**config.mk**
```make
export PLATFORM = sky130hd
export DESIGN_NAME = tsg_div
export DESIGN_NICKNAME = d
export VERILOG_FILES = /design/src/tsg_pkg.sv /design/src/tsg_div.sv
export SDC_FILE = /design/constraint.sdc
export NUM_CORES = 1
export LEC_CHECK = 0
export BUFFER_PORTS_ARGS = -buffer_cell sky130_fd_sc_hd__buf_2
export CORE_ASPECT_RATIO = 0.6
export CORE_MARGIN = 4
export CORE_UTILIZATION = 45
export CTS_CLUSTER_DIAMETER = 120
export DETAILED_ROUTE_END_ITERATION = 8
export PLACE_DENSITY = 0.63
export SKIP_LAST_GASP = 1
export SLEW_MARGIN = 20
export SYNTH_ARGS = -nofsm -noshare
export SYNTH_HDL_FRONTEND = slang
export SYNTH_SLANG_ARGS = --single-unit
```
**constraint.sdc**
```tcl
create_clock -name clk_i -period 4.8 [get_ports clk_i]
set_clock_uncertainty 0.05 [all_clocks]
set_input_delay 0.24 -clock clk_i [delete_from_list [all_inputs] [get_ports clk_i]]
set_output_delay 0.24 -clock clk_i [all_outputs]
set_load 0.05 [all_outputs]
```
**src/tsg_pkg.sv**
```systemverilog
// tsg_pkg: shared constants, types and helpers of the tangent space generator
// used by tsg_div, tsg_sqrt and tangent_space_generator_core; no dependencies
`timescale 1ns / 1ps

package tsg_pkg;

  // vertex store geometry
  localparam int unsigned VERTEX_DEPTH = 1024;
  localparam int unsigned IDX_W        = 10;
  localparam int unsigned ADDR_W       = $clog2(VERTEX_DEPTH);

  // item function codes
  localparam logic [1:0] FUNC_LOAD   = 2'd0;
  localparam logic [1:0] FUNC_TRI    = 2'd1;
  localparam logic [1:0] FUNC_READ   = 2'd2;
  localparam logic [1:0] FUNC_UNUSED = 2'd3;

  // divider: 62-bit dividend, 43-bit divisor, one quotient bit a cycle
  localparam int unsigned DIVD_W     = 62;
  localparam int unsigned DIVS_W     = 43;
  localparam int unsigned DIV_STEPS  = DIVD_W;
  localparam int unsigned DIV_CNT_W  = $clog2(DIV_STEPS);

  // square root: 62-bit radicand, 31-bit root, one root bit a cycle
  localparam int unsigned RAD_W      = 62;
  localparam int unsigned ROOT_W     = RAD_W / 2;
  localparam int unsigned SQRT_CNT_W = $clog2(ROOT_W);

  typedef struct packed {
    logic signed [23:0] x;
    logic signed [23:0] y;
    logic signed [23:0] z;
    logic signed [19:0] u;
    logic signed [19:0] v;
  } vtx_t;

  typedef logic signed [39:0] sum_t;
  // tangent xyz in elements 0..2, bitangent xyz in 3..5
  typedef logic [5:0][39:0] srow_t;

  localparam sum_t SUM_MAX = 40'sh7F_FFFF_FFFF;
  localparam sum_t SUM_MIN = 40'sh80_0000_0000;

  function automatic logic in_range(logic [IDX_W-1:0] idx);
    return (32'(idx) < VERTEX_DEPTH);
  endfunction

  function automatic sum_t sat_add(sum_t a, sum_t b);
    logic signed [40:0] s;
    s = 41'(a) + 41'(b);
    if (s > 41'(SUM_MAX)) return SUM_MAX;
    if (s < 41'(SUM_MIN)) return SUM_MIN;
    return s[39:0];
  endfunction

endpackage

```
**src/tsg_div.sv**
```systemverilog
// tsg_div: iterative restoring unsigned divider, one quotient bit per cycle
// depends on tsg_pkg
`timescale 1ns / 1ps

module tsg_div (
  input  logic                        clk_i,
  input  logic                        rst_ni,
  input  logic                        start_i,
  input  logic [tsg_pkg::DIVD_W-1:0]  dividend_i,
  input  logic [tsg_pkg::DIVS_W-1:0]  divisor_i,
  output logic                        done_o,
  output logic [tsg_pkg::DIVD_W-1:0]  quot_o
);

  logic                           busy_q, done_q;
  logic [tsg_pkg::DIV_CNT_W-1:0]  cnt_q;
  logic [tsg_pkg::DIVS_W-1:0]     rem_q, dvs_q;
  logic [tsg_pkg::DIVD_W-1:0]     dvd_q;
  logic [tsg_pkg::DIVS_W:0]       rem_sh, diff;
  logic                           ge;

  assign rem_sh = {rem_q, dvd_q[tsg_pkg::DIVD_W-1]};
  assign ge     = (rem_sh >= {1'b0, dvs_q});
  assign diff   = rem_sh - {1'b0, dvs_q};

  always_ff @(posedge clk_i or negedge rst_ni) begin
    if (!rst_ni) begin
      busy_q <= 1'b0;
      done_q <= 1'b0;
      cnt_q  <= '0;
    end else if (start_i) begin
      busy_q <= 1'b1;
      done_q <= 1'b0;
      cnt_q  <= '0;
    end else if (busy_q) begin
      cnt_q <= cnt_q + 1'b1;
      if (cnt_q == tsg_pkg::DIV_CNT_W'(tsg_pkg::DIV_STEPS - 1)) begin
        busy_q <= 1'b0;
        done_q <= 1'b1;
      end
    end else begin
      done_q <= 1'b0;
    end
  end

  // quotient bits shift in at the bottom as dividend bits leave the top
  always_ff @(posedge clk_i) begin
    if (start_i) begin
      rem_q <= '0;
      dvd_q <= dividend_i;
      dvs_q <= divisor_i;
    end else if (busy_q) begin
      rem_q <= ge ? diff[tsg_pkg::DIVS_W-1:0] : rem_sh[tsg_pkg::DIVS_W-1:0];
      dvd_q <= {dvd_q[tsg_pkg::DIVD_W-2:0], ge};
    end
  end

  assign done_o = done_q;
  assign quot_o = dvd_q;

endmodule

```
; ---- Yosys cells after proc, flatten, opt, wreduce, memory -nomap -nowiden
; Index checks and enable logic that the tools add are counted.
[totals]
output_inout_bits = 63
inputBits = 108
reg_bits = 156
wordCells = 23
[op_classes]
n_mux = 11
reduce_logical = 1
magnitude_cmp = 1
addsub = 2
eq_ne = 2
[ops]
columns = op, n
row1 = 62-bit 2-to-1 mux, 2
row2 = 44-bit by 43-bit greater-or-equal comparator with 1-bit output, 1
row3 = 43-bit 2-to-1 mux, 1
row4 = 43-bit subtractor, 1
row5 = 6-bit 2-to-1 mux, 2
row6 = "6-bit by 1-bit adder with 6-bit output, second input constant", 1
row7 = "6-bit == test, second input constant", 1
row8 = 1-bit 2-to-1 mux, 6
row9 = "3-bit by 2-bit inequality test with 1-bit output, second input constant", 1
row10 = 2-bit nonzero test, 1

; ---- Depth between registers and ports, before layout
; Gate-level depths: netlist of run 1.
[depth]
word_depth = 4
mapped_depth = 14
mapped_depth_nobuf = 12

; ---- Least setup slack after synthesis of run 1
; OpenSTA, ideal clock, no wires.
[synth_path]
path_type = reg-to-reg
start = reg dvd_q, in the netlist quot_o[61]
end = reg rem_q[36] (netlist bit)
setup_ns = 0.074
t_required_ns = 4.676
slack_ns = 1.751
period_less_slack_ns = 3.049
t_arrival_ns = 2.925
path_stages_with_launch = 13
n_path_buf = 0
path_cell_list = edfxtp_1 > inv_1 > ha_1 > fa_1 > nor2b_1 > o31ai_1 > a31o_2 > a21boi_2 > o2111ai_1 > a211oi_1 > o21ai_0 > mux2_1 > a31oi_1
[synth_between]
elab_chain_len = 2
word_cells_on_any_way = 3
cone_classes = add/sub: 1 / order compare: 1 / mux: 1
[synth_lines]
columns = element, line_no
row1 = "start, declared", tsg_div.sv:18  ; logic [tsg_pkg::DIVD_W-1:0] dvd_q;
row2 = "start signal, assigned", tsg_div.sv:50  ; dvd_q <= dividend_i;
row3 = "start signal, assigned", tsg_div.sv:54  ; dvd_q <= {dvd_q[tsg_pkg::DIVD_W-2:0], ge};
row4 = 43-bit subtractor or 44-bit by 43-bit greater-or-equal comparator with 1-bit output (tied branches), "tsg_div.sv:24, tsg_div.sv:23"
row5 = 43-bit 2-to-1 mux *, tsg_div.sv:53  ; rem_q <= ge ? diff[tsg_pkg::DIVS_W-1:0] : rem_sh[tsg_pkg::DIVS_W-1:0];
row6 = "end signal, assigned", tsg_div.sv:53
row7 = "end, declared", tsg_div.sv:17  ; logic [tsg_pkg::DIVS_W-1:0] rem_q, dvs_q;
; Every way passes the cells marked *; elsewhere a longest branch is shown, timed or not.
; A chain may end at the register's enable or synchronous reset.

; ---- Final worst setup path of run 1
[layout_path]
start = reg dvd_q, in the netlist quot_o[61]
end = reg rem_q[30] (netlist bit)
; The elaborated chain is that of the path after synthesis.

==> summary.md, run 1 <==
| Metric | Value |
|---|---|
| Status | `finished clean` |
| Library cells used by synthesis | `69` |
| Leading area contributor after synthesis | `edfxtp_1` |
| F_max | `289 MHz` |
| Post-route minimum period | `3.46 ns` |
| Drt total wl | `22200 µm` |
| DRC Markers | `0` |
| WL/cell | `16.7 µm` |
| Total negative slack | `0 ns` |
| # hold bufs at CTS | `44` |
| Number of synthesized flops with an enable pin | `105` |
| WP data arrival | `3.68 ns` |
| Die H | `117 µm` |
| Yosys reg bits | `156` |
| Tot Pwr | `about 0.0034 W` |
| Crit. End Element | `flip-flop` |
| Fillers | `~1700` |
| Antenna violations before repair | `1` |
| Clk Latency, worst-skew pair | `0.44 ns` |
| CP Class | `flip-flop to flip-flop` |
| FP Rows | `39` |
| Pin slew with the least headroom to its limit | `0.920 ns` |
| GRT Util Overall | `19.9%` |
| Crit path max fanout | `25` |
| Ys async rst share | `between 5 and 6%` |
| Syn Nets | `around 1000` |
| Setup violators final | `0` |
| Root buf cell | `clkbuf_16` |
| Vias in the first global route | `6745` |
| First-pass GRT wire length | `35100 µm` |
| Synth Instances | `852` |
| IO Port Bufs | `170` |
| Worst-case clock buffer depth | `2` |
| Dpl cells | `1252` |
| Layout Cells excl Fill | `1328` |
| Pwr per Cell Area | `315 mW/mm²` |
| Tcrit/Tclk final | `72.0%` |
| Area Overhead vs Synth | `22.7%` |
| Yosys top cell area share | `35.4%` |
| Clock-pin slew on the worst setup and hold paths | `~0.07 ns` |
| Max-cap violations | `0` |
| TritonCTS clock tree | `yes` |
| Slew headroom | `38.7%` |
| Final hold slack | `0.0559 ns` |
| Remaining antenna violation count | `0` |
| Postcts setup bufs | `0` |
| Detailed Routing Iterations Pass 1 | `5` |
| Most frequent cells in the layout | `buf_2, edfxtp_1, nor2_1` |
| # diodes | `0` |
| DRT iter0 DRCs | `574` |
| Initial core utilization | `a little under half` |
| Most common cell after layout, fill and taps aside | `buf_2` |
| Core ar. | `0.0192 mm²` |
| Seq/Total Area, Yosys | `47.3%` |
| Nets@finish | `1203` |
| GP Congestion | `0.881` |
| Leakage power | `4.67 nW` |
| Ranking of synthesized cells by area | `edfxtp_1, dfxtp_1, mux2_2` |
| Die X | `190 µm` |
| Largest net degree at the start of global routing | `82` |
| Share of cells above drive strength 1 | `about a quarter` |
| # resized after CTS | `0` |
| Max VDD drop | `0.000250 V` |
| Overflow after GRT | `0` |
| Max Slew Vio Count | `0` |
| Syn avg cell area | `approximately 10 µm²` |
| Total of warnings raised by yosys | `0` |
| H-tree Lvls | `4` |
| RSZ-0062 raised after global routing | `false` |
| Post-Syn Area | `0.00890 mm²` |
| Avg Vias per Cell | `5.35` |
| TritonCTS buffer count | `17` |
| Critical Path RT | `5.03 ns` |
| HP Class | `input port to flip-flop` |
| Detailed Place HPWL | `about 16000 µm` |
| Die ar. | `about 0.022 mm²` |
| Clk sink count | `156` |
| Ys flop type | `edfxtp_1` |
| Io pins | `171` |
| Final Hold Fails | `0` |
| Vias | `7105` |
| Crit path launch type | `flip-flop` |
-- worst max-delay path: stages, from the launching register on --
cell,delay (ns)
edfxtp_1,0.34
inv_1,0.05
ha_1,0.22
fa_1,0.41
nor2b_1,0.17
o31ai_1,0.10
a31o_2,0.24
a21boi_2,0.20
nor2_2,0.10
o211ai_4,0.53
buf_4,0.48
o21ai_0,0.13
a31oi_1,0.17
nor3_1,0.07
-- cell families (layout without fill, tap and decap cells) --
| family | Yosys count | after routing | share of synthesized area, % |
|---|---|---|---|
| AOI/OAI and AO/OA | 211 | 211 | 15.4 |
| and+or+nand+nor | 202 | 202 | 10.7 |
| DFF | 156 | 156 | 47.3 |
| buffers and inverters | 107 | 317 | 4.97 |
| muxes | 93 | 93 | 11.4 |
| adders and majority gates | 46 | 46 | 6.55 |
| xor gates and xnor gates | 37 | 37 | 3.64 |
-- registers in the layout, indices dropped and copies added (netlist names) --
register,count
dvs_q,43
rem_q,43
busy_q,1
done_o,1
quot_o,62
cnt_q,6
-- cells in the mapped netlist (5+ instances only) --
library cell / count
xnor2_1: 21
o21bai_1: 12
nor3_1: 8
a21oi_1: 63
nand4_1: 14
nand2b_1: 6
dfxtp_1: 43
o21ai_1: 13
o21ai_0: 17
buf_2: 6
o211ai_1: 6
a31oi_1: 5
mux2_2: 62
nand2_1: 52
inv_1: 64
nand3_1: 12
o22ai_1: 10
ha_1: 45
a21o_1: 14
nor2_1: 76
o31ai_1: 5
and2_1: 6
o21a_1: 10
mux2i_1: 29
dfrtp_1: 8
xor2_1: 16
edfxtp_1: 105
clkbuf_1: 28
a211oi_1: 34
-- layout make-up --
cell class | instances | area, µm² | area share, %
Inverter | 66 | 248 | 2.27
Tap cell | 266 | 333 | 3.05
Multi-Input combinational cell | 589 | 4260 | 39.0
Clock buffer | 19 | 433 | 3.96
Timing Repair Buffer | 219 | 1340 | 12.2
Clock inverter | 13 | 101 | 0.928
Sequential cell | 156 | 4220 | 38.6
-- layer usage --
| metal | global-route usage, % | vias to the layer above | share of wire, % |
|---|---|---|---|
| li1 | - | 3511 | - |
| met1 | 30.8 | 3327 | 52 |
| met2 | 26.8 | 238 | 39 |
| met3 | 5.57 | 27 | 7.1 |
| met4 | 5.73 | 2 | 1.3 |
| met5 | 0 | - | 0.032 |
-- metrics by stage --
step	utilization, %	area, µm²	worst slack [ns]
2_1_floorplan	-	8900	1.75
5_1_grt	56.8	10900	1.10
3_5_place_dp	51.7	9950	1.38
3_3_place_gp	51.7	9950	1.47
4_1_cts	56.8	10900	1.35
6_report	56.8	10900	1.34
-- where the power goes --
part	total, W	switching, W	internal (W)
Combinational	0.000600	0.000393	0.000207
Sequential	0.00158	0.0000399	0.00154
Clock	0.00126	0.000558	0.000705
-- path summary, 6_finish.rpt --
| check | slack [ns] | depth (start not counted) | endpoint | start |
|---|---|---|---|---|
| min in group asynchronous | 0.14 | 2 | cnt_q[0]$_DFFE_PN0P_ | rst_ni |
| max in group asynchronous | 4.37 | 2 | busy_q$_DFF_PN0_ | rst_ni |
| worst max register to register | 1.34 | 13 | rem_q[30]$_SDFFE_PP0P_ | quot_o[61]$_DFFE_PP_ |
| worst min-delay path | 0.06 | 2 | quot_o[3]$_DFFE_PP_ | dividend_i[3] |
| worst max-delay path | 1.34 | 13 | rem_q[30]$_SDFFE_PP0P_ | quot_o[61]$_DFFE_PP_ |
| worst min register to register | 0.43 | 2 | rem_q[42]$_SDFFE_PP0P_ | rem_q[42]$_SDFFE_PP0P_ |
Note: power is estimated with default switching activity, not from simulation.
==> run 2, diff against run 1 <==
==> constraint.sdc (replaced) <==
create_clock -name clk_i -period 3.48 [get_ports clk_i]
set_clock_uncertainty 0.05 [all_clocks]
set_input_delay 0.174 -clock clk_i [delete_from_list [all_inputs] [get_ports clk_i]]
set_output_delay 0.174 -clock clk_i [all_outputs]
set_load 0.05 [all_outputs]
==> summary.md, run 2 (synthesis results as in run 1) <==
| Metric | Value |
|---|---|
| Vias in the first global route | `7022 (+4.1%)` |
| Layout Cells excl Fill | `1398 (+5.3%)` |
| Pwr per Cell Area | `413 mW/mm² (+31%)` |
| Crit path max fanout | `15 (-40%)` |
| Fin util | `60.5% (+3.7 points)` |
| Post-route minimum period | `3.28 ns (-0.178 ns)` |
| Area Overhead vs Synth | `30.7%` |
| Remaining antenna violation count | `0 (unchanged)` |
| GR peak layer | `met1` |
| Crit. End Element | `flip-flop` |
| Tcrit/Tclk final | `94.2% (+22 points)` |
| GP Congestion | `0.884 (+0.32%)` |
| Worst-case clock buffer depth | `2 (unchanged)` |
| Die ar. | `0.0222 mm² (unchanged)` |
| WP data arrival | `3.54 ns (-0.14 ns)` |
| Leakage power | `4.98 nW (+6.7%)` |
| Total negative slack | `0 ns (unchanged)` |
| # diodes | `0 (unchanged)` |
| Root buf cell | `clkbuf_16` |
| F_max | `305 MHz (+5.4%)` |
| Max VDD drop | `0.000339 V (+36%)` |
| Max-cap violations | `0 (unchanged)` |
| Die X | `190 µm (unchanged)` |
| DRT iter0 DRCs | `573 (-0.17%)` |
| Clk sink count | `156 (unchanged)` |
| Drt total wl | `23400 µm (+5.5%)` |
| Detailed Routing Iterations Pass 1 | `5 (unchanged)` |
| RSZ-0062 raised after global routing | `false` |
| Most frequent cells in the layout | `buf_2, edfxtp_1, dlygate4sd3_1` |
| Initial core utilization | `46.3% (unchanged)` |
| Crit path launch type | `flip-flop` |
| CP Class | `flip-flop to flip-flop` |
| Nets@finish | `1273 (+5.8%)` |
| HP Class | `input port to flip-flop` |
| First-pass GRT wire length | `36900 µm (+5.2%)` |
| Post-Place Setup Slack | `0.228 ns (-1.15 ns)` |
| Io pins | `171 (unchanged)` |
| DRC Markers | `0 (unchanged)` |
| Clock-pin slew on the worst setup and hold paths | `0.07 ns (about the same)` |
| Max FFs per register | `62 (unchanged)` |
| TritonCTS buffer count | `17 (unchanged)` |
| Worst R2R Path Depth | `12 (-1)` |
| Final Hold Fails | `0 (unchanged)` |
| Share of cells above drive strength 1 | `25.5% (-0.46 points)` |
| Met2 Usage GRT | `29.9% (+3.1 points)` |
| Avg Vias per Cell | `5.22 (-2.5%)` |
| Hold Path Depth | `2 (unchanged)` |
| GR Util met3 | `4.89% (-0.68 points)` |
| M1 GR Usage | `31.9% (+1.1 points)` |
| H-tree Lvls | `4 (unchanged)` |
| Dpl cells | `1262 (+0.80%)` |
| Slew headroom | `58.6% (+20 points)` |
| Pin slew with the least headroom to its limit | `0.618 ns (-0.302 ns)` |
| Core ar. | `0.0192 mm² (unchanged)` |
| Status | `finished clean` |
| TritonCTS clock tree | `yes` |
| WL/cell | `16.7 µm (+0.20%)` |
| Die H | `117 µm (unchanged)` |
| Post-route cell area | `0.0116 mm² (+6.6%)` |
| Largest net degree at the start of global routing | `70 (-15%)` |
| Max Slew Vio Count | `0 (unchanged)` |
| Vias | `7296 (+2.7%)` |
| Fillers | `1643 (-3.7%)` |
| GRT Util Overall | `21.0% (+1.1 points)` |
| Most common cell after layout, fill and taps aside | `buf_2` |
| Fin worst setup slack | `0.203 ns (-1.14 ns)` |
| Postcts setup bufs | `0 (unchanged)` |
| Detailed Place HPWL | `15800 µm (-0.69%)` |
| Overflow after GRT | `0 (unchanged)` |
| Setup violators final | `0 (unchanged)` |
| Antenna violations before repair | `0 (-1)` |
| IO Port Bufs | `170 (unchanged)` |
| DP Area | `0.0101 mm² (+1.1%)` |
| FP Rows | `39 (unchanged)` |
| Clk Latency, worst-skew pair | `0.44 ns (about the same)` |
| Critical Path RT | `3.75 ns (-1.28 ns)` |
## run 2: cell types whose count changed in the layout (fill, tap and decap cells not counted), sizes merged
cell,before,now
clkinvlp,3,4
clkbuf,19,17
bufinv,1,0
buf,175,185
clkinv,8,5
inv,67,72
dlygate4sd3,44,104
## run 2: metrics by stage
stage	hold slack [ns]	total power (W)
after detailed placement	-0.0228	0.00300
final	0.0175	0.00481
after global routing	0.00776	0.00501
after global placement	-0.0175	0.00300
after floorplan	-0.172	0.00277
after CTS	0.00582	0.00484
## run 2: final timing paths
check	startpoint	to	slack (ns)
max	quot_o[61]$_DFFE_PP_	rem_q[37]$_SDFFE_PP0P_	0.20
min	dividend_i[55]	quot_o[55]$_DFFE_PP_	0.02
max reg2reg	quot_o[61]$_DFFE_PP_	rem_q[37]$_SDFFE_PP0P_	0.20
min reg2reg	rem_q[42]$_SDFFE_PP0P_	rem_q[42]$_SDFFE_PP0P_	0.43
max in group asynchronous	rst_ni	busy_q$_DFF_PN0_	3.13
min in group asynchronous	rst_ni	cnt_q[4]$_DFFE_PN0P_	0.06
## run 2: routing by layer
layer	part of all wire (%)	vias up
met4	1.1	0
met3	5.5	17
met2	42	201
li1	-	3664
met1	51	3414
met5	0	-
## run 2: area by class of cell
| cell class | instances | area [µm²] | share of cell area, % |
|---|---|---|---|
| Multi-Input combinational cell | 589 | 4260 | 36.6 |
| Sequential cell | 156 | 4220 | 36.2 |
| Timing Repair Buffer | 289 | 2050 | 17.6 |
| Clock buffer | 17 | 425 | 3.65 |
| Tap cell | 266 | 333 | 2.86 |
| Inverter | 66 | 248 | 2.13 |
| Clock inverter | 15 | 114 | 0.978 |
## run 2: power breakdown
part,switching (W),internal (W)
Combinational,0.000560,0.000336
Clock,0.000820,0.000922
Sequential,0.0000572,0.00212
## run 2: what timing repair did
action                    in CTS  in global routing
hold buffers                 104                  0
gates resized for setup        0                  0
hold endpoints to repair     111                  0
## run 2: critical path: stages, from the launching register on
cell       delay [ns]
edfxtp_1         0.34
inv_1            0.05
ha_1             0.21
fa_1             0.40
nor2b_1          0.17
o31ai_1          0.10
a31o_2           0.24
a21boi_2         0.19
nor2_2           0.10
o211ai_4         0.51
buf_4            0.33
o21ai_1          0.08
a2111oi_1        0.38
