`src/tsg_pkg.sv`:
```
// tsg_pkg: shared constants, types and helpers of the tangent space generator
// used by tsg_div, tsg_sqrt and tangent_space_generator_core; no dependencies
`timescale 1ns / 1ps

package tsg_pkg;

  // vertex store geometry
  localparam int unsigned VERTEX_DEPTH = 1024;
  localparam int unsigned IDX_W        = 10;
  localparam int unsigned ADDR_W       = $clog2(VERTEX_DEPTH);

  // item function codes
  localparam logic [1:0] FUNC_LOAD   = 2'd0;
  localparam logic [1:0] FUNC_TRI    = 2'd1;
  localparam logic [1:0] FUNC_READ   = 2'd2;
  localparam logic [1:0] FUNC_UNUSED = 2'd3;

  // divider: 62-bit dividend, 43-bit divisor, one quotient bit a cycle
  localparam int unsigned DIVD_W     = 62;
  localparam int unsigned DIVS_W     = 43;
  localparam int unsigned DIV_STEPS  = DIVD_W;
  localparam int unsigned DIV_CNT_W  = $clog2(DIV_STEPS);

  // square root: 62-bit radicand, 31-bit root, one root bit a cycle
  localparam int unsigned RAD_W      = 62;
  localparam int unsigned ROOT_W     = RAD_W / 2;
  localparam int unsigned SQRT_CNT_W = $clog2(ROOT_W);

  typedef struct packed {
    logic signed [23:0] x;
    logic signed [23:0] y;
    logic signed [23:0] z;
    logic signed [19:0] u;
    logic signed [19:0] v;
  } vtx_t;

  typedef logic signed [39:0] sum_t;
  // tangent xyz in elements 0..2, bitangent xyz in 3..5
  typedef logic [5:0][39:0] srow_t;

  localparam sum_t SUM_MAX = 40'sh7F_FFFF_FFFF;
  localparam sum_t SUM_MIN = 40'sh80_0000_0000;

  function automatic logic in_range(logic [IDX_W-1:0] idx);
    return (32'(idx) < VERTEX_DEPTH);
  endfunction

  function automatic sum_t sat_add(sum_t a, sum_t b);
    logic signed [40:0] s;
    s = 41'(a) + 41'(b);
    if (s > 41'(SUM_MAX)) return SUM_MAX;
    if (s < 41'(SUM_MIN)) return SUM_MIN;
    return s[39:0];
  endfunction

endpackage

```
`src/tsg_sqrt.sv`:
```
// tsg_sqrt: iterative integer square root, one root bit per cycle
// depends on tsg_pkg
`timescale 1ns / 1ps

module tsg_sqrt (
  input  logic                        clk_i,
  input  logic                        rst_ni,
  input  logic                        start_i,
  input  logic [tsg_pkg::RAD_W-1:0]   radicand_i,
  output logic                        done_o,
  output logic [tsg_pkg::ROOT_W-1:0]  root_o
);

  logic                            busy_q, done_q;
  logic [tsg_pkg::SQRT_CNT_W-1:0]  cnt_q;
  logic [tsg_pkg::RAD_W-1:0]       rad_q;
  logic [tsg_pkg::ROOT_W-1:0]      root_q;
  logic [tsg_pkg::ROOT_W+1:0]      rem_q;
  logic [tsg_pkg::ROOT_W+3:0]      rem_sh, trial, diff;
  logic                            ge;

  assign rem_sh = {rem_q, rad_q[tsg_pkg::RAD_W-1 -: 2]};
  assign trial  = {2'b00, root_q, 2'b01};
  assign ge     = (rem_sh >= trial);
  assign diff   = rem_sh - trial;

  always_ff @(posedge clk_i or negedge rst_ni) begin
    if (!rst_ni) begin
      busy_q <= 1'b0;
      done_q <= 1'b0;
      cnt_q  <= '0;
    end else if (start_i) begin
      busy_q <= 1'b1;
      done_q <= 1'b0;
      cnt_q  <= '0;
    end else if (busy_q) begin
      cnt_q <= cnt_q + 1'b1;
      if (cnt_q == tsg_pkg::SQRT_CNT_W'(tsg_pkg::ROOT_W - 1)) begin
        busy_q <= 1'b0;
        done_q <= 1'b1;
      end
    end else begin
      done_q <= 1'b0;
    end
  end

  always_ff @(posedge clk_i) begin
    if (start_i) begin
      rad_q  <= radicand_i;
      root_q <= '0;
      rem_q  <= '0;
    end else if (busy_q) begin
      rad_q  <= {rad_q[tsg_pkg::RAD_W-3:0], 2'b00};
      root_q <= {root_q[tsg_pkg::ROOT_W-2:0], ge};
      rem_q  <= ge ? diff[tsg_pkg::ROOT_W+1:0] : rem_sh[tsg_pkg::ROOT_W+1:0];
    end
  end

  assign done_o = done_q;
  assign root_o = root_q;

endmodule

```
`config.mk`:
```
export PLATFORM = sky130hd
export DESIGN_NAME = tsg_sqrt
export DESIGN_NICKNAME = d
export VERILOG_FILES = /design/src/tsg_pkg.sv /design/src/tsg_sqrt.sv
export SDC_FILE = /design/constraint.sdc
export NUM_CORES = 1
export LEC_CHECK = 0
export CORE_MARGIN = 2
export CORE_UTILIZATION = 40
export DETAILED_ROUTE_END_ITERATION = 8
export DONT_BUFFER_PORTS = 1
export HOLD_SLACK_MARGIN = 0.15
export PLACE_DENSITY = 0.58
export SLEW_MARGIN = 20
export SYNTH_ARGS = -nofsm -noshare
export SYNTH_HDL_FRONTEND = slang
export SYNTH_SLANG_ARGS = --single-unit
```
`constraint.sdc`:
```
create_clock -name clk_i -period 4.54 [get_ports clk_i]
set_input_delay 0.681 -clock clk_i [delete_from_list [all_inputs] [get_ports clk_i]]
set_output_delay 0.681 -clock clk_i [all_outputs]
set_load 0.03 [all_outputs]
```
# Word level (Yosys, flattened, before mapping)
# Cells that the tools add are included.
dict set report totals {
  register_bits 133
  latchBits 0
  ram_bits 0
  rom_bits 0
  input_bits 65
  out_inout_bits 32
  elab_cells 23
  n_memories 0
}
dict set report classes {
  n_addsub 2
  mul 0
  div 0
  order_cmp 1
  n_eq_ne 2
  shifts 0
  mux 11
  bitwise 0
  n_reduce_logical 1
}
# cell n
set ops {}
lappend ops {{$mux W62} 2}
lappend ops {{$ge A35 B33 Y1} 1}
lappend ops {{$mux W33} 1}
lappend ops {{$sub A33 B33 Y33} 1}
lappend ops {{$mux W5} 2}
lappend ops {{$mux W1} 6}
lappend ops {{$add A5 B1 Y5 const B} 1}
lappend ops {{$eq A5 B5 Y1 const B} 1}
lappend ops {{$ne A3 B2 Y1 const B} 1}
lappend ops {{$reduce_bool A2 Y1} 1}

# Longest topological paths before layout
# Gate-level depths: netlist of run 1.
dict set report depth {
  depth_word 4
  mapped_depth 13
  depth_no_buf 10
}

# Least setup slack after synthesis of run 1
# Ideal clock, no wire load.
dict set report synth_timing {
  path_type {in2reg}
  startpoint {in start_i}
  endpoint {reg rad_q[0] (netlist bit), enable pin}
  setup_time_ps 417
  t_arrival_ps 2442
  path_slack_ps 1681
  stages 4
  n_path_buf 2
  path_cell_list {clkbuf_1 > nor2_1 > clkbuf_1 > inv_1}
}
dict set report synth_via {
  elab_chain_cells 1
}
# element line_no
set synth_rtl {}
lappend synth_rtl {{from (decl)} tsg_sqrt.sv:8} ;# input logic start_i,
lappend synth_rtl {{$reduce_bool A2 Y1 (no line)} -}
lappend synth_rtl {{to (signal assigned)} tsg_sqrt.sv:49} ;# rad_q <= radicand_i;
lappend synth_rtl {{to (signal assigned)} tsg_sqrt.sv:53} ;# rad_q <= {rad_q[tsg_pkg::RAD_W-3:0], 2'b00};
lappend synth_rtl {{to (decl)} tsg_sqrt.sv:16} ;# logic [tsg_pkg::RAD_W-1:0] rad_q;
# No other way between the ends.
# A chain may end at the register's enable or synchronous reset.

# Final worst setup path of run 1
dict set report layout_timing {
  startpoint {reg root_q (netlist bit root_o[0])}
  endpoint {reg rem_q[27] (netlist bit)}
}
dict set report layout_via {
  elab_chain_cells 2
}
# element line_no
set layout_rtl {}
lappend layout_rtl {{from (decl)} tsg_sqrt.sv:17} ;# logic [tsg_pkg::ROOT_W-1:0] root_q;
lappend layout_rtl {{from (signal assigned)} tsg_sqrt.sv:54} ;# root_q <= {root_q[tsg_pkg::ROOT_W-2:0], ge};
lappend layout_rtl {{$sub A33 B33 Y33 or $ge A35 B33 Y1 (tied branches)} {tsg_sqrt.sv:25, tsg_sqrt.sv:24}}
lappend layout_rtl {{$mux W33 (*)} tsg_sqrt.sv:55} ;# rem_q <= ge ? diff[tsg_pkg::ROOT_W+1:0] : rem_sh[tsg_pkg::ROOT_W+1:0];
lappend layout_rtl {{to (signal assigned)} tsg_sqrt.sv:55}
lappend layout_rtl {{to (decl)} tsg_sqrt.sv:18} ;# logic [tsg_pkg::ROOT_W+1:0] rem_q;
# Mark *: on every way between the ends. The rest lies on a longest branch, timed or not.

==> key figures, run 1 <==
Status
  – Status: finished clean

Routing
  – Vias/cell: 5.45
  – Starting DRT DRC Count: 298
  – Post-DR wirelength/cell: 16.8 um
  – Vias: 5195
  – First-pass DRT Iterations: 5
  – DRC Markers: 0
  – Final WL: 16000 um
  – Antenna Nets Post-Route: 0

Synthesis
  – Post-Syn Nets: 828
  – Mux share of post-synthesis cell area: 16.5%
  – Synth Area in XOR/XNOR: 4.01%
  – Post-Syn Area: 0.00742 mm^2
  – Synth Flop Type: dfxtp_1
  – Compound-Gate Fraction of Synth Area: 12.9%
  – Post-synth ARST share: 5.26%
  – Syn Inst Count: 728
  – Yosys reg bits: 133
  – Synth Area in Simple Gates: 11.2%
  – Sequential share of the synthesized area: 44.7%
  – Synthesis Warnings: 0
  – EDFF count, synth: 62
  – Synthesized area per cell: 10.2 um^2
  – Combinational family with the most area after synthesis: multiplexers
  – Synth Area in Adders: 5.90%
  – Post-synth cell types: 58

Clock network
  – Post-CTS sizing: 0
  – Max clock buf depth: 2
  – Clock sinks: 133
  – # H-tree levels: 4
  – CTS Root Buffer Type: clkbuf_16
  – Post-CTS setup buffer count: 0
  – CTS tree: yes
  – Clock slew seen by the registers of the worst setup and hold paths: 60 ps
  – CTS Buf Count: 17
  – Clk_lat worst skew: 420 ps

Layout
  – Most frequent cells in the layout: 73 x nor2_1, 64 x dfxtp_1, 62 x edfxtp_1, 61 x mux2_2, 54 x mux2i_1
  – Layout cells sized above 1: 15.3%
  – Fin cells: 954
  – Finished Core Util: 45.1%
  – Commonest non-fill, non-tap cell in the layout: nor2_1
  – Area grow syn2layout: 10.0%
  – Fin nets: 812
  – N_diodes: 0

Floorplanning
  – Horiz. Die Dim: 140 um
  – Placeable Area: 0.0181 mm^2
  – IO Count: 97
  – Die height: 140 um
  – Die ar.: 0.0197 mm^2
  – Initial Util: 41.0%
  – Num rows: 49

Critical path
  – WP buf/inv: 3
  – Setup crit end kind: flip-flop
  – Critical path launch point type: flip-flop
  – Largest stage delay, worst path: 580 ps
  – Critical Path RT: 4870 ps
  – Crit Path Class: flip-flop to flip-flop
  – CP Data Arrival Time: 3870 ps
  – Crit-path max FO: 17
  – Slowest cell on the critical path: dfxtp_1
  – Cell family with most CP delay: compound AO/OA/AOI/OAI gates
  – CP Cell Sequence: inv_1, ha_1, o211ai_1, o21ai_0, buf_4, o2111ai_1, nand3b_1, o21ai_0, a21oi_4, buf_4, or2_2, a311oi_1

Global route
  – Vias in the first global route: 5254
  – Initial antenna violation count: 1
  – Global-route wire length before repair: 26800 um
  – Congestion Overflow GR: 0
  – GRT Total Usage: 16.8%
  – Largest net degree at the start of global routing: 128

Timing
  – Measured slew at the worst slew-check pin: 1030 ps
  – Fin. Hold Viols: 0
  – Final hold slack: 410 ps
  – Max_slew headroom: 31.2%
  – Setup TNS Final: 0 ps
  – Final Setup Violations: 0
  – RSZ-0062 raised after global routing: no
  – Final setup skew: 10.6 ps
  – Period utilization: 77.9%
  – Fmax: 283 MHz
  – Final worst slack: 1000 ps
  – Tmin final: 3540 ps
  – Max Slew Vio Count: 0

Placement
  – Hpwl dp: 11100 um
  – Placed cells: 921
  – Placer congestion estimate: 0.923
  – I/O Buffers: 0
  – Place WS: 1030 ps

Flow run
  – Max cap viols: 0

Pwr
  – Static Leak: 3.38 nW
  – Worst vdd ir: 409 uV
  – Power density over the cells: 664 mW/mm^2

Hold path
  – Hold/Removal Path Class: input pin to flip-flop
## report_power, final
part	total (mW)	switching (mW)	internal, mW
clock network	1.37	0.587	0.780
registers	1.56	0.123	1.44
logic	2.50	1.36	1.13
## timing repair
item | 4_1_cts | 5_1_grt
endpoints found under the hold margin | 7 | 0
hold buffers | 1 | 0
endpoints found under the setup margin | 0 | 0
## final timing paths
check                                       start                 endpoint  slack [ps]  cells after the start
min reg2reg                 rem_q[4]$_SDFFE_PP0P_    rem_q[4]$_SDFFE_PP0P_         500                      2
max                        root_o[0]$_SDFFE_PP0P_   rem_q[27]$_SDFFE_PP0P_        1000                     12
max in group asynchronous                  rst_ni         busy_q$_DFF_PN0_        3680                      1
min in group asynchronous                  rst_ni     cnt_q[1]$_DFFE_PN0P_         590                      1
min                                       start_i  root_o[29]$_SDFFE_PP0P_         410                      1
max reg2reg                root_o[0]$_SDFFE_PP0P_   rem_q[27]$_SDFFE_PP0P_        1000                     12
## logic make-up (layout without fill, tap and decap cells)
group	after synthesis	count (layout)
compound gates	145	145
xor+xnor	34	34
fa+ha+maj	35	35
buf+inv	85	82
flops	133	133
mux	115	115
simple gates	181	181
## cell usage after synthesis (all sizes together), types with 5 or more instances
| cell | n | area (um^2) |
|---|---|---|
| nor3 | 5 | 25.0 |
| nand2b | 5 | 31.3 |
| nand4 | 12 | 75.1 |
| a21o | 6 | 45.0 |
| a31o | 5 | 43.8 |
| a21oi | 36 | 191 |
| ha | 35 | 438 |
| o211ai | 6 | 45.0 |
| nand3 | 11 | 55.1 |
| o21ai | 31 | 155 |
| mux2i | 54 | 541 |
| clkbuf | 25 | 93.8 |
| nand2 | 49 | 184 |
| xor2 | 13 | 114 |
| dfxtp | 64 | 1280 |
| inv | 43 | 161 |
| o21a | 7 | 52.6 |
| xnor2 | 21 | 184 |
| mux2 | 61 | 687 |
| dfrtp | 7 | 175 |
| buf | 17 | 96.3 |
| a211oi | 22 | 165 |
| edfxtp | 62 | 1860 |
| nor2 | 74 | 278 |
## state kept, by name (all words and copies together) (netlist names)
register / count
busy_q: 1
cnt_q: 5
rem_q: 33
rad_q: 62
root_o: 31
done_o: 1
## metal layers
layer	global-route usage, %	share of wire (%)	vias up
met1	21.4	46	2458
met2	27.5	48	116
li1	-	-	2601
met3	5.03	5.3	18
met5	0	0.075	-
met4	5.21	1.4	2
## area by class of cell
class,count,area [um^2]
well taps,229,287
fillers,1699,9920
repair buffers,7,55.1
inverters,43,161
flip-flops and latches,133,3320
clock inverters,15,159
clock buffers,17,425
multi-input cells,510,3750
## through the flow
stage | cell area [um^2] | power [mW]
2_1_floorplan | 7420 | 3.61
3_3_place_gp | 7570 | 4.01
3_5_place_dp | 7570 | 4.05
4_1_cts | 8160 | 5.45
5_1_grt | 8160 | 5.82
6_report | 8160 | 5.42
(Power assumes the default switching activity.)
==> run 2: changes to the inputs <==
--- a/config.mk
+++ b/config.mk
@@ -10,7 +10,7 @@
 export DETAILED_ROUTE_END_ITERATION = 8
 export DONT_BUFFER_PORTS = 1
 export HOLD_SLACK_MARGIN = 0.15
-export PLACE_DENSITY = 0.58
+export PLACE_DENSITY = 0.6
 export SLEW_MARGIN = 20
 export SYNTH_ARGS = -nofsm -noshare
 export SYNTH_HDL_FRONTEND = slang
==> constraint.sdc (replaced) <==
create_clock -name clk_i -period 3.2 [get_ports clk_i]
set_input_delay 0.48 -clock clk_i [delete_from_list [all_inputs] [get_ports clk_i]]
set_output_delay 0.48 -clock clk_i [all_outputs]
set_load 0.03 [all_outputs]
==> run 2 against run 1 <==
Net effect: hold slack got worse by 150 ps; sequential power is 40% higher; clock power up 45%; count of clock-buffer cells in the layout unchanged; flip-flop and latch count stayed put; sequential share of layout area down 1.6 points; non-clock buffer count is 40 higher; via count grew 3.7%; final area increased by 4.1%; die area unchanged; critical path depth is 3 lower; cell count grew 4.2%; largest cell class unchanged.
==> key figures, run 2 (synthesis gave the netlist of run 1 again) <==
Pwr
  – Static Leak: 3.60 nW
  – Power density over the cells: 927 mW/mm^2
  – Worst vdd ir: 459 uV

Placement
  – Hpwl dp: 11900 um
  – Placer congestion estimate: 0.916
  – I/O Buffers: 0

Layout
  – Most frequent cells in the layout: 74 x nor2_1, 64 x dfxtp_1, 62 x edfxtp_1, 61 x mux2_2, 54 x mux2i_1
  – Largest register FFs: 62
  – Layout cells sized above 1: 19.7%
  – N_diodes: 0
  – Area grow syn2layout: 14.5%
  – Fin nets: 852
  – Commonest non-fill, non-tap cell in the layout: nor2_1
  – Most flops, register: rad_q

Floorplanning
  – Num rows: 49
  – Placeable Area: 0.0181 mm^2
  – Die ar.: 0.0197 mm^2
  – Die height: 140 um
  – Initial Util: 41.0%
  – IO Count: 97
  – Horiz. Die Dim: 140 um

Timing
  – Setup TNS Final: 0 ps
  – Max_slew headroom: 47.4%
  – Final hold slack: 255 ps
  – Final setup skew: 10.6 ps
  – Final Setup Violations: 0
  – Period utilization: 93.7%
  – RSZ-0062 raised after global routing: no
  – Measured slew at the worst slew-check pin: 788 ps
  – Max Slew Vio Count: 0
  – Fin. Hold Viols: 0
  – Tmin final: 3000 ps
  – Fmax: 334 MHz

Critical path
  – CP Data Arrival Time: 3320 ps
  – Critical Path RT: 3520 ps
  – Reg2reg start: root_o[17]$_SDFFE_PP0P_
  – Largest stage delay, worst path: 580 ps
  – CP Cell Sequence: inv_1, ha_1, nand4_1, or4_1, a211oi_1, o21ai_0, nor2b_1, xnor2_1, a31o_2
  – R2R Path End: rem_q[26]$_SDFFE_PP0P_
  – Reg2reg setup slack: 200 ps
  – Setup crit end kind: flip-flop
  – Worst-case reg-to-reg path depth: 9
  – Crit Path Class: flip-flop to flip-flop
  – Crit-path max FO: 8
  – Slowest cell on the critical path: or4_1
  – Critical path launch point type: flip-flop

Hold path
  – Hold Path End: rad_q[0]$_SDFFCE_PN0P_
  – Hold/Removal Path Class: input pin to flip-flop
  – Hold depth: 1
  – Worst hold start: radicand_i[0]

Global route
  – GRT Total Usage: 17.3%
  – Global-route wire length before repair: 27400 um
  – Vias in the first global route: 5472
  – Congestion Overflow GR: 0
  – Largest net degree at the start of global routing: 74
  – Initial antenna violation count: 1

Clock network
  – Max clock buf depth: 2
  – Clock sinks: 133
  – Post-CTS sizing: 0
  – CTS Root Buffer Type: clkbuf_16
  – Clk_lat worst skew: 430 ps
  – CTS tree: yes
  – Clock slew seen by the registers of the worst setup and hold paths: 60 ps
  – # H-tree levels: 4
  – CTS Buf Count: 17

Routing
  – First-pass DRT Iterations: 5
  – Starting DRT DRC Count: 272
  – DRC Markers: 0
  – Vias/cell: 5.42
  – Post-DR wirelength/cell: 17.0 um
  – Vias: 5389
  – Antenna Nets Post-Route: 0
  – Final WL: 16900 um

Flow run
  – Max cap viols: 0

Status
  – Status: finished clean
run 2: cell types whose count changed in the layout (fill, tap and decap cells not counted):
cell	previous run	this run
buf_4	6	45
nor2_2	1	0
clkinv_1	1	0
clkinv_4	2	0
nor2_1	73	74
buf_16	0	1
clkinv_8	0	2
clkinvlp_4	1	2
run 2: how the worst max path moves through the flow:
stage                                        from                endpoint
after global placement    root_o[17]$_SDFFE_PP0P_  rem_q[26]$_SDFFE_PP0P_
after detailed placement  root_o[17]$_SDFFE_PP0P_  rem_q[26]$_SDFFE_PP0P_
final                     root_o[17]$_SDFFE_PP0P_  rem_q[26]$_SDFFE_PP0P_
after global routing      root_o[18]$_SDFFE_PP0P_  rem_q[27]$_SDFFE_PP0P_
after CTS                 root_o[17]$_SDFFE_PP0P_  rem_q[26]$_SDFFE_PP0P_
after floorplan           root_o[24]$_SDFFE_PP0P_   rem_q[1]$_SDFFE_PP0P_
run 2: final cells by class:
type	count	area [um^2]
timing repair buffer	47	375
multi-input combinational	510	3750
inverter	43	161
clock inverter	15	178
tap	229	287
sequential	133	3320
clock buffer	17	425
fill	1649	9590
run 2: worst max-delay path, delay by kind of cell (launching register included):
kind	cells	cell delay [ps]
and+or+nand+nor	3	950
AOI/OAI and AO/OA	3	990
adders and majority gates	1	430
xor gates and xnor gates	1	130
buffers and inverters	1	60
DFF	1	340
run 2: timing repair:
item	4_1_cts	5_1_grt
endpoints found under the setup margin	0	0
endpoints found under the hold margin	62	0
buffers inserted	0	0
hold buffers	2	0
run 2: per-stage QoR:
stage | cells | cell area [um^2] | worst slack [ps] | power [mW] | utilization (%)
3_5_place_dp | 960 | 7860 | 225 | 5.85 | 43.5
3_3_place_gp | 960 | 7860 | 300 | 5.82 | 43.5
2_1_floorplan | 728 | 7420 | 358 | 5.12 | -
5_1_grt | 994 | 8500 | 19.7 | 8.40 | 47.0
6_report | 994 | 8500 | 203 | 7.88 | 47.0
4_1_cts | 994 | 8500 | 212 | 7.91 | 47.0
run 2: power by group:
group          switching, mW  internal [mW]
registers              0.137           2.04
logic                   2.05           1.67
clock network          0.874           1.12
total                   3.06           4.82
run 2: routing by layer:
metal	share of wire [%]	up-vias	track usage [%]	routed length, um
met4	2.0	2	6.65	335
li1	-	2672	-	-
met2	47	119	27.6	7910
met3	5.0	24	5.09	852
met5	0.077	-	0	13
met1	46	2572	22.3	7820
==> run 3: changes to the inputs <==
--- a/config.mk
+++ b/config.mk
@@ -6,11 +6,11 @@
 export NUM_CORES = 1
 export LEC_CHECK = 0
 export CORE_MARGIN = 2
-export CORE_UTILIZATION = 40
+export CORE_UTILIZATION = 55
 export DETAILED_ROUTE_END_ITERATION = 8
 export DONT_BUFFER_PORTS = 1
 export HOLD_SLACK_MARGIN = 0.15
-export PLACE_DENSITY = 0.6
+export PLACE_DENSITY_LB_ADDON = 0.12
 export SLEW_MARGIN = 20
 export SYNTH_ARGS = -nofsm -noshare
 export SYNTH_HDL_FRONTEND = slang
==> run 3 against run 2 <==
Net effect: maximum frequency grew 3.2%; routed wire length shrank 7.9%; largest cell class unchanged; combinational power is essentially flat; global-route usage grew 5.0 points; critical endpoint unchanged; flip-flop and latch count is the same; sequential power is essentially flat; count of clock-buffer cells in the layout grew 3; critical path depth grew 1; register-to-register slack gained 90 ps; final area shrank 1.3%; non-clock buffer count is the same; first-iteration DRC count grew 43%.
==> key figures, run 3 (synthesis gave the netlist of run 1 again) <==
Status
  – Status: finished clean

Timing
  – Fmax: 344 MHz
  – Tmin final: 2900 ps
  – Period utilization: 90.8%
  – Fin. Hold Viols: 0
  – Max Slew Vio Count: 0
  – Final setup skew: 9.02 ps
  – Measured slew at the worst slew-check pin: 777 ps
  – Max_slew headroom: 48.2%
  – Setup TNS Final: 0 ps
  – Final Setup Violations: 0
  – RSZ-0062 raised after global routing: no

Clock network
  – CTS tree: yes
  – # H-tree levels: 4
  – Clock slew seen by the registers of the worst setup and hold paths: 60 ps
  – Max clock buf depth: 2
  – CTS Root Buffer Type: clkbuf_16
  – Clock sinks: 133
  – Clk_lat worst skew: 420 ps
  – CTS Buf Count: 17

Pwr
  – Static Leak: 3.56 nW
  – Power density over the cells: 918 mW/mm^2
  – Worst vdd ir: 479 uV
  – Total power: 7.69 mW

Floorplanning
  – Horiz. Die Dim: 120 um
  – Placeable Area: 0.0132 mm^2
  – Num rows: 42
  – Initial Util: 56.3%
  – Die height: 120 um
  – IO Count: 97
  – Die ar.: 0.0144 mm^2

Global route
  – Initial antenna violation count: 0
  – Congestion Overflow GR: 0
  – GRT Total Usage: 22.3%
  – Global-route wire length before repair: 25700 um
  – Vias in the first global route: 5316
  – Largest net degree at the start of global routing: 75

Routing
  – Vias: 5371
  – Final WL: 15600 um
  – Vias/cell: 5.71
  – Antenna Nets Post-Route: 0
  – First-pass DRT Iterations: 5
  – Post-DR wirelength/cell: 16.6 um
  – DRC Markers: 0
  – Starting DRT DRC Count: 389

Layout
  – Most flops, register: rad_q
  – Most frequent cells in the layout: 74 x nor2_1, 64 x dfxtp_1, 62 x edfxtp_1, 61 x mux2_2, 54 x mux2i_1
  – Largest register FFs: 62
  – Layout cells sized above 1: 19.1%
  – Commonest non-fill, non-tap cell in the layout: nor2_1
  – Fin nets: 852
  – Area grow syn2layout: 13.0%
  – N_diodes: 0

Critical path
  – Crit Path Class: flip-flop to flip-flop
  – CP Data Arrival Time: 3220 ps
  – Critical Path RT: 3510 ps
  – Critical path launch point type: flip-flop
  – Crit-path max FO: 9
  – Setup crit end kind: flip-flop
  – Reg2reg setup slack: 300 ps

Flow run
  – Max cap viols: 0

Placement
  – Hpwl dp: 10700 um
  – Placer congestion estimate: 0.984
  – I/O Buffers: 0

Hold path
  – Hold/Removal Path Class: input pin to flip-flop
[run 3: final timing paths]
| kind | end | from | cells after the start |
|---|---|---|---|
| worst max-delay path | rem_q[26]$_SDFFE_PP0P_ | root_o[9]$_SDFFE_PP0P_ | 10 |
| worst min-delay path | rad_q[1]$_SDFFCE_PN0P_ | radicand_i[1] | 1 |
| worst max register to register | rem_q[26]$_SDFFE_PP0P_ | root_o[9]$_SDFFE_PP0P_ | 10 |
| worst min register to register | rem_q[18]$_SDFFE_PP0P_ | rem_q[18]$_SDFFE_PP0P_ | 2 |
| max in group asynchronous | busy_q$_DFF_PN0_ | rst_ni | 1 |
| min in group asynchronous | cnt_q[1]$_DFFE_PN0P_ | rst_ni | 1 |
[run 3: repair_timing]
action / 4_1_cts / 5_1_grt
hold buffers: 3 / 0
endpoints found under the hold margin: 61 / 0
setup buffers: 0 / 0
gates resized for setup: 0 / 1
endpoints found under the setup margin: 0 / 1
[run 3: routing by layer]
| metal | share of wire, % | track usage, % | up-vias |
|---|---|---|---|
| met3 | 4.8 | 4.99 | 22 |
| met1 | 46 | 29.6 | 2517 |
| li1 | - | - | 2686 |
| met2 | 47 | 35.4 | 146 |
| met4 | 1.8 | 8.90 | 0 |
| met5 | 0 | 0 | - |
[run 3: stage by stage]
step	setup WS (ps)	area (um^2)	instances	hold slack, ps	utilization [%]
finish	296	8390	941	265	63.6
detailed placement	316	7790	906	185	59.1
CTS	298	8390	941	252	63.6
global placement	382	7790	906	185	59.1
global route	71.0	8390	941	253	63.6
floorplan	358	7420	728	184	-
[run 3: power by group]
part | leakage, nW | switching [mW] | internal (mW) | total, mW
Combinational | 2.04 | 2.02 | 1.70 | 3.72
Sequential | 1.27 | 0.136 | 2.04 | 2.18
Clock | 0.246 | 0.740 | 1.06 | 1.80
[run 3: layout make-up]
type	count	area, um^2
Clock buffer	20	437
Clock inverter	12	106
Fill cell	1095	4800
Inverter	43	161
Multi-Input combinational cell	510	3750
Sequential cell	133	3320
Tap cell	176	220
Timing Repair Buffer	47	390
[run 3: worst max-delay path, cell delays in order, from the launching register on]
cell and delay [ps]:
dfxtp_1 330, inv_1 50, ha_1 430, a21o_1 230
a211oi_1 380, o22ai_1 170, or2_2 330, o21ai_0 350
nor2b_1 210, xnor2_1 70, a31o_2 250
